[config.mk]
export PLATFORM = sky130hd
export DESIGN_NAME = line_rasterizer
export DESIGN_NICKNAME = d
export VERILOG_FILES = /design/src/lr_pkg.sv /design/src/lr_in_stage.sv /design/src/lr_setup.sv /design/src/lr_engine.sv /design/src/line_rasterizer.sv
export SDC_FILE = /design/constraint.sdc
export NUM_CORES = 1
export LEC_CHECK = 0
export ABC_AREA = 1
export BUFFER_PORTS_ARGS = -buffer_cell sky130_fd_sc_hd__buf_2
export CAP_MARGIN = 20
export CORE_ASPECT_RATIO = 1.5
export CORE_MARGIN = 2
export CORE_UTILIZATION = 45
export DETAILED_ROUTE_END_ITERATION = 12
export HOLD_SLACK_MARGIN = 0.02
export PLACE_DENSITY = 0.64
export SETUP_SLACK_MARGIN = 0.15
export SKIP_LAST_GASP = 1
export SLEW_MARGIN = 20
export SYNTH_ARGS = -nofsm -noshare
export SYNTH_HDL_FRONTEND = slang
export SYNTH_SLANG_ARGS = --single-unit
[constraint.sdc]
create_clock -name clock -period 7.81 [get_ports clock]
set_input_delay 0.781 -clock clock [delete_from_list [all_inputs] [get_ports clock]]
set_output_delay 0.781 -clock clock [all_outputs]
set_load 0.02 [all_outputs]
[src/lr_pkg.sv]
// Shared types, constants and helper functions of the line rasterizer.
`timescale 1ns / 1ps

package lr_pkg;

   // Screen geometry and frame address layout
   localparam int SCREEN_WIDTH  = 640;
   localparam int SCREEN_HEIGHT = 480;
   localparam int ROW_SHIFT     = 10;

   // Field widths
   localparam int IN_W    = 12;
   localparam int COORD_W = 10;
   localparam int ROW_W   = 9;
   localparam int ADDR_W  = 19;
   localparam int COLOUR_W = 8;
   localparam int ERR_W   = COORD_W + 3;

   localparam logic [COORD_W-1:0] COL_MAX = COORD_W'(SCREEN_WIDTH - 1);
   localparam logic [COORD_W-1:0] ROW_MAX = COORD_W'(SCREEN_HEIGHT - 1);

   // Request kinds
   localparam logic REQ_START = 1'b0;
   localparam logic REQ_NEXT  = 1'b1;

   // Step codes
   localparam logic signed [1:0] STEP_NEG  = 2'sb11;
   localparam logic signed [1:0] STEP_NONE = 2'sb00;
   localparam logic signed [1:0] STEP_POS  = 2'sb01;

   typedef struct packed {
      logic                       req_type;
      logic signed [IN_W-1:0]     x_start;
      logic signed [IN_W-1:0]     y_start;
      logic signed [IN_W-1:0]     x_end;
      logic signed [IN_W-1:0]     y_end;
      logic [COLOUR_W-1:0]        colour;
   } req_item_type;

   typedef struct packed {
      logic                       pixel_valid;
      logic [COORD_W-1:0]         pixel_col;
      logic [ROW_W-1:0]           pixel_row;
      logic [ADDR_W-1:0]          pixel_addr;
      logic [COLOUR_W-1:0]        pixel_colour;
      logic                       is_last;
   } rsp_item_type;

   // Line set-up worked out from a start request
   typedef struct packed {
      logic [COORD_W-1:0]         col;
      logic [COORD_W-1:0]         row;
      logic signed [ERR_W-1:0]    err;
      logic [COORD_W-1:0]         major;
      logic [COORD_W-1:0]         minor;
      logic signed [1:0]          col_step;
      logic signed [1:0]          row_step;
      logic                       swapped;
   } setup_type;

   // Saturate a signed coordinate to 0..hi
   function automatic logic [COORD_W-1:0] clamp_coord(input logic signed [IN_W-1:0] v,
                                                     input logic [COORD_W-1:0] hi);
      logic signed [IN_W-1:0] hi_s;
      hi_s = IN_W'(hi);
      if (v < 0)
         return '0;
      else if (v > hi_s)
         return hi;
      else
         return v[COORD_W-1:0];
   endfunction

   // Move a coordinate one step, wrapping at its width
   function automatic logic [COORD_W-1:0] add_step(input logic [COORD_W-1:0] v,
                                                  input logic signed [1:0] s);
      return v + {{(COORD_W-2){s[1]}}, s};
   endfunction

endpackage

[src/lr_in_stage.sv]
// Input register of the line rasterizer.
`timescale 1ns / 1ps

module lr_in_stage (
   input  logic                  clock,
   input  logic                  reset,
   input  logic                  req_valid,
   output logic                  req_ready,
   input  lr_pkg::req_item_type  req_data,
   output logic                  item_valid,
   output lr_pkg::req_item_type  item_data,
   input  logic                  item_take
);

   logic                 valid_ff;
   lr_pkg::req_item_type data_ff;

   // Take a new item when empty or when the held one moves on
   assign req_ready  = !valid_ff || item_take;
   assign item_valid = valid_ff;
   assign item_data  = data_ff;

   always_ff @(posedge clock) begin
      if (reset) begin
         valid_ff <= 1'b0;
      end else if (req_ready) begin
         valid_ff <= req_valid;
      end
   end

   // Hold the payload until the next item arrives
   always_ff @(posedge clock) begin
      if (req_ready && req_valid) begin
         data_ff <= req_data;
      end
   end

endmodule

[src/lr_setup.sv]
// Line set-up: endpoint clamping, deltas, step signs, axis swap and error seed.
`timescale 1ns / 1ps

module lr_setup (
   input  lr_pkg::req_item_type item,
   output lr_pkg::setup_type    setup
);

   logic [lr_pkg::COORD_W-1:0] x1, y1, x2, y2;
   logic [lr_pkg::COORD_W-1:0] dx, dy;
   logic signed [1:0]          cs, rs;
   logic                       swap;
   logic [lr_pkg::COORD_W-1:0] major, minor;

   always_comb begin
      // Saturate endpoints to the screen
      x1 = lr_pkg::clamp_coord(item.x_start, lr_pkg::COL_MAX);
      y1 = lr_pkg::clamp_coord(item.y_start, lr_pkg::ROW_MAX);
      x2 = lr_pkg::clamp_coord(item.x_end,   lr_pkg::COL_MAX);
      y2 = lr_pkg::clamp_coord(item.y_end,   lr_pkg::ROW_MAX);

      // Absolute deltas and step directions
      if (x2 < x1) begin
         dx = x1 - x2;
         cs = lr_pkg::STEP_NEG;
      end else if (x2 == x1) begin
         dx = '0;
         cs = lr_pkg::STEP_NONE;
      end else begin
         dx = x2 - x1;
         cs = lr_pkg::STEP_POS;
      end
      if (y2 < y1) begin
         dy = y1 - y2;
         rs = lr_pkg::STEP_NEG;
      end else if (y2 == y1) begin
         dy = '0;
         rs = lr_pkg::STEP_NONE;
      end else begin
         dy = y2 - y1;
         rs = lr_pkg::STEP_POS;
      end

      // Steep lines walk along the rows
      swap  = dy > dx;
      major = swap ? dy : dx;
      minor = swap ? dx : dy;

      setup.col      = x1;
      setup.row      = y1;
      setup.err      = $signed({2'b00, minor, 1'b0}) - $signed({3'b000, major});
      setup.major    = major;
      setup.minor    = minor;
      setup.col_step = cs;
      setup.row_step = rs;
      setup.swapped  = swap;
   end

endmodule

[src/lr_engine.sv]
// Bresenham stepping engine: line state, pixel formation and result register.
`timescale 1ns / 1ps

module lr_engine (
   input  logic                  clock,
   input  logic                  reset,
   input  logic                  item_valid,
   input  lr_pkg::req_item_type  item_data,
   input  lr_pkg::setup_type     setup,
   output logic                  item_take,
   output logic                  rsp_valid,
   input  logic                  rsp_ready,
   output lr_pkg::rsp_item_type  rsp_data
);

   // Line state
   logic [lr_pkg::COORD_W-1:0]       col_ff, row_ff;
   logic signed [lr_pkg::ERR_W-1:0]  err_ff;
   logic [lr_pkg::COORD_W-1:0]       major_ff, minor_ff, left_ff;
   logic signed [1:0]                cstep_ff, rstep_ff;
   logic                             swapped_ff, active_ff;
   logic [lr_pkg::COLOUR_W-1:0]      colour_ff;

   logic [lr_pkg::COORD_W-1:0]       col_in, row_in;
   logic signed [lr_pkg::ERR_W-1:0]  err_in;
   logic [lr_pkg::COORD_W-1:0]       major_in, minor_in, left_in;
   logic signed [1:0]                cstep_in, rstep_in;
   logic                             swapped_in, active_in;
   logic [lr_pkg::COLOUR_W-1:0]      colour_in;

   // Result register
   logic                  out_valid_ff;
   lr_pkg::rsp_item_type  out_ff, out_in;

   // Working values for this item
   logic                             start, active, last, bump;
   logic [lr_pkg::COORD_W-1:0]       cur_col, cur_row;
   logic signed [lr_pkg::ERR_W-1:0]  cur_err;
   logic [lr_pkg::COORD_W-1:0]       cur_major, cur_minor, cur_left;
   logic signed [1:0]                cur_cs, cur_rs;
   logic                             cur_swap;
   logic [lr_pkg::COLOUR_W-1:0]      cur_colour;
   logic [lr_pkg::ADDR_W-1:0]        row_ext;

   assign item_take = item_valid && (!out_valid_ff || rsp_ready);
   assign rsp_valid = out_valid_ff;
   assign rsp_data  = out_ff;

   always_comb begin
      start = item_data.req_type == lr_pkg::REQ_START;

      // Pick set-up values on a start, held state otherwise
      if (start) begin
         cur_col    = setup.col;
         cur_row    = setup.row;
         cur_err    = setup.err;
         cur_major  = setup.major;
         cur_minor  = setup.minor;
         cur_left   = setup.major;
         cur_cs     = setup.col_step;
         cur_rs     = setup.row_step;
         cur_swap   = setup.swapped;
         cur_colour = item_data.colour;
         active     = 1'b1;
      end else begin
         cur_col    = col_ff;
         cur_row    = row_ff;
         cur_err    = err_ff;
         cur_major  = major_ff;
         cur_minor  = minor_ff;
         cur_left   = left_ff;
         cur_cs     = cstep_ff;
         cur_rs     = rstep_ff;
         cur_swap   = swapped_ff;
         cur_colour = colour_ff;
         active     = active_ff;
      end
      last = cur_left == '0;
      bump = !cur_err[lr_pkg::ERR_W-1];

      // Form the pixel
      row_ext = lr_pkg::ADDR_W'(cur_row[lr_pkg::ROW_W-1:0]);
      out_in  = '0;
      if (active) begin
         out_in.pixel_valid  = 1'b1;
         out_in.pixel_col    = cur_col;
         out_in.pixel_row    = cur_row[lr_pkg::ROW_W-1:0];
         out_in.pixel_addr   = (row_ext << lr_pkg::ROW_SHIFT)
                               + lr_pkg::ADDR_W'(cur_col);
         out_in.pixel_colour = cur_colour;
         out_in.is_last      = last;
      end

      // Advance an active line short of its last pixel: minor axis on a non-negative error, major axis always
      major_in   = cur_major;
      minor_in   = cur_minor;
      cstep_in   = cur_cs;
      rstep_in   = cur_rs;
      swapped_in = cur_swap;
      colour_in  = cur_colour;
      col_in     = cur_col;
      row_in     = cur_row;
      err_in     = cur_err;
      left_in    = cur_left;
      active_in  = active;
      if (active) begin
         if (last) begin
            active_in = 1'b0;
         end else begin
            if (cur_swap) begin
               row_in = lr_pkg::add_step(cur_row, cur_rs);
               if (bump)
                  col_in = lr_pkg::add_step(cur_col, cur_cs);
            end else begin
               col_in = lr_pkg::add_step(cur_col, cur_cs);
               if (bump)
                  row_in = lr_pkg::add_step(cur_row, cur_rs);
            end
            err_in = cur_err
                     - (bump ? $signed({2'b00, cur_major, 1'b0}) : '0)
                     + $signed({2'b00, cur_minor, 1'b0});
            left_in = cur_left - 1'b1;
         end
      end
   end

   // Control state
   always_ff @(posedge clock) begin
      if (reset) begin
         active_ff    <= 1'b0;
         out_valid_ff <= 1'b0;
      end else begin
         if (item_take)
            active_ff <= active_in;
         if (item_take)
            out_valid_ff <= 1'b1;
         else if (rsp_ready)
            out_valid_ff <= 1'b0;
      end
   end

   // Line state and result payload
   always_ff @(posedge clock) begin
      if (item_take) begin
         col_ff     <= col_in;
         row_ff     <= row_in;
         err_ff     <= err_in;
         major_ff   <= major_in;
         minor_ff   <= minor_in;
         left_ff    <= left_in;
         cstep_ff   <= cstep_in;
         rstep_ff   <= rstep_in;
         swapped_ff <= swapped_in;
         colour_ff  <= colour_in;
         out_ff     <= out_in;
      end
   end

endmodule

[src/line_rasterizer.sv]
// Top level of the Bresenham line rasterizer.
`timescale 1ns / 1ps

// Every request gives exactly one result: a start request (req_type 0) clamps
// both endpoints to the 640x480 screen, sets up the line and returns its first
// pixel; each next request (req_type 1) returns the following pixel, with
// pixel_addr = (row << 10) + column, and is_last marks the final one. A next
// request with no line in progress returns an all-zero result with
// pixel_valid low. A request passes an input register and then the stepping
// engine, whose result register is loaded when the engine takes the request.
// One request is taken every cycle while results are drained; the line state
// in the engine is updated as each request is taken, which sets this rate.
module line_rasterizer (
   input  logic                  clock,
   input  logic                  reset,
   input  logic                  req_valid,
   output logic                  req_ready,
   input  lr_pkg::req_item_type  req_data,
   output logic                  rsp_valid,
   input  logic                  rsp_ready,
   output lr_pkg::rsp_item_type  rsp_data
);

   logic                 item_valid, item_take;
   lr_pkg::req_item_type item_data;
   lr_pkg::setup_type    setup;

   lr_in_stage u_in_stage (
      .clock      (clock),
      .reset      (reset),
      .req_valid  (req_valid),
      .req_ready  (req_ready),
      .req_data   (req_data),
      .item_valid (item_valid),
      .item_data  (item_data),
      .item_take  (item_take)
   );

   lr_setup u_setup (
      .item  (item_data),
      .setup (setup)
   );

   lr_engine u_engine (
      .clock      (clock),
      .reset      (reset),
      .item_valid (item_valid),
      .item_data  (item_data),
      .setup      (setup),
      .item_take  (item_take),
      .rsp_valid  (rsp_valid),
      .rsp_ready  (rsp_ready),
      .rsp_data   (rsp_data)
   );

endmodule
==> results_dict.tcl <==
set metrics [dict create \
    status "finished, final reports clean" \
    end_kind "flop" \
    dp_cells 1922 \
    yosys.area.top_type_share_pct 40.6 \
    netlist_instances 1395 \
    maxSlewHeadroom_pct 44.6 \
    yosys.area_share.adder_pct 12.0 \
    fin_nets 1820 \
    cp_common_cell "nand2_1" \
    path_max_fanout 7 \
    synth_xor_area_share_pct 3.47 \
    start_util_pct 45.8 \
    synth_compound_area_share_pct 12.0 \
    syn_nets 1559 \
    grt_pass1_vias 9765 \
    setup_viol 0 \
    num_rows 72 \
    worstSkewPairLatency_ns 0.46 \
    finalHoldViolCount 0 \
    first_pass_iters 5 \
    async_flop_share_pct 0 \
    path_buf_inv 12 \
    finalCriticalPeriod_ns 7.62 \
    ys_seq_area_share_pct 41.1 \
    syn_area_per_cell_um2 8.48 \
    mostFrequentLayoutCells "nand2_1 (270), inv_1 (213), buf_4 (175)" \
    mostFrequentLayoutCell "nand2_1" \
    ir_drop_uv 365 \
    clkSinkCount 163 \
    ys_types 55 \
    diodes 0 \
    fin_skew_ns 0.0165 \
    critPathLaunchType "flop" \
    ant_nets 0 \
    crit_slowest_cell "fa_1" \
    tightest_slew_ns 0.832 \
    grt_first_pass_wirelength_um 46800 \
    min_path_type "input port to flop" \
    grt_max_degree 80 \
    slew_violations 0 \
    critPathKind "flop to flop" \
    gp_congestion 0.924 \
    drive_above_1_share_pct 34.7 \
    grt_antenna_before_repair 0 \
    clk_pin_slew_ns 0.08 \
    finish.utilization_pct 59.7 \
    htreeDepth 4 \
    vias 10107 \
    synth_area_leaders "edfxtp_1 (41%), nand2_1 (9.5%), ha_1 (9.0%), inv_1 (7.2%), o21ai_0 (4.7%)" \
    cts_tree "done" \
    synth-main-ff-cell "edfxtp_1" \
    arrival_ns 7.81 \
    stdcell_area_um2 15400 \
    core_um2 25900 \
    synth_top_cell_by_area "edfxtp_1" \
    wl_um 30800 \
    drc 0 \
    synth_edf_count 160 \
    maxCapViolCount 0 \
    rsz0062_at_grt "yes" \
    synth_warnings 0 \
    drt_iter0_drc 433 \
    via_per_inst 5.05 \
    synth_top_family_by_area "simple AND/OR/NAND/NOR gates" \
    syn2layout_area_growth_pct 30.5 \
    ios 111 \
    die_x_um 136 \
    syn_area_um2 11800 \
    cts.path.max_buffers 2 \
    die-height_um 203 \
    crit_family "simple AND/OR/NAND/NOR gates" \
    fmax_ghz 0.131 \
    wl_per_cell_um 15.4 \
    post-dp-hpwl_um 22800 \
    dieArea_um2 27600 \
    critPathRequiredTime_ns 8.01 \
    fin_cells 2002 \
    gr-total-overflow 0 \
    synthSimpleGateAreaFrac_pct 20.7 \
    setup-tns-final_ns 0 \
    leakage_nw 7.23 \
    powerDensity_nw_per_um2 476 \
    worst_path_largest_cell_delay_ns 0.43 \
    grt_use_total_pct 22.1 \
    fin_crit_sh_pct 97.5 \
    ys_ff_latch 163 \
    port-buffer-count 110 \
    synthMuxAreaShare_pct 0 \
    cts_made_buffers 17 \
    clockRootBuffer "clkbuf_16" \
    fillCellCount 2194 \
    placed_area_um2 13500 \
]
[power breakdown]
part	internal, mW	leakage (nW)	total, mW	switching (mW)
clock network	0.455	0.289	0.853	0.398
registers	1.18	1.55	1.21	0.0336
logic	2.58	5.38	5.28	2.69
total	4.22	7.23	7.34	3.13
[cells in the mapped netlist, types with 2 or more instances]
library cell,number
ha_1,85
a21oi_1,73
nand2_4,4
buf_1,2
a221oi_1,3
fa_1,18
nand2_8,2
nor2_1,111
o22ai_1,2
nand2_2,14
xnor2_1,12
buf_6,4
nand3b_1,3
edfxtp_1,160
nand3_4,2
o21bai_1,7
xor2_1,33
o21ai_1,20
buf_4,23
buf_2,6
nand3_2,12
dfxtp_1,3
buf_8,2
o211ai_1,2
nand3_1,46
inv_2,10
nor2_2,7
nor3_1,6
a21o_1,3
clkbuf_1,19
nand4_1,11
inv_1,228
nand2_1,298
conb_1,2
nor2_4,3
a21oi_2,4
o21a_1,2
o21ai_0,110
a211oi_1,2
o31ai_1,4
a31oi_1,4
o21ai_2,12
nor2_8,2
or2_2,8
[what timing repair did]
action                                  in CTS  in global routing
resized for setup                           78                171
pin swaps                                   23                 83
hold buffers                                 0                  0
cloned                                       0                  3
buffers inserted                            23                 22
endpoints found under the setup margin       6                  7
[layout make-up]
cell class              instances  area, um2  area share (%)
multi-input cells             938       6640            43.0
clock buffers                  17        425            2.76
repair buffers                296       2010            13.0
well taps                     333        417            2.70
repair inverters                1       8.76          0.0567
flip-flops and latches        163       4860            31.5
inverters                     239        912            5.91
clock inverters                15        168            1.09
[kinds of logic after synthesis]
family                     after synthesis
and+or+nand+nor                        534
buffers and inverters                  295
AOI/OAI and AO/OA                      252
DFF                                    163
adders and majority gates              103
xor gates and xnor gates                46
other                                    2
[final timing paths]
path,depth (start not counted),from,to,slack (ns)
setup / recovery,55,u_in_stage.item_data[18]$_DFFE_PP_,u_engine.err_ff[12]$_DFFE_PP_,0.19
hold / removal,1,req_data[12],u_in_stage.item_data[12]$_DFFE_PP_,0.49
setup reg to reg,55,u_in_stage.item_data[18]$_DFFE_PP_,u_engine.err_ff[12]$_DFFE_PP_,0.19
hold reg to reg,2,u_in_stage.item_valid$_SDFFE_PP0N_,u_engine.rsp_valid$_SDFFE_PP0P_,0.52
[state kept, by name (all words and copies together) (netlist names), 8 cells and up]
register and flops:
u_engine.left_ff 10, u_in_stage.item_data 57, u_engine.major_ff 10, u_engine.rsp_data 29, u_engine.err_ff 12, u_engine.row_ff 9
u_engine.colour_ff 8, u_engine.col_ff 10, u_engine.minor_ff 10
[metal layers]
layer	vias to the layer above	global-route usage, %	routed length [um]
li1	5068	-	-
met1	4776	23.5	11500
met2	188	41.2	17000
met3	75	3.17	753
met4	0	11.5	1500
met5	-	0	0
[stage by stage]
step | setup slack (ns) | hold slack (ns) | power, mW
final | 0.193 | 0.494 | 7.34
after floorplan | 0.160 | 0.445 | 3.85
after CTS | 0.131 | 0.479 | 6.53
after global routing | -0.307 | 0.479 | 7.94
after global placement | -0.131 | 0.512 | 5.12
after detailed placement | -0.280 | 0.519 | 5.20
(Power assumes the default switching activity.)
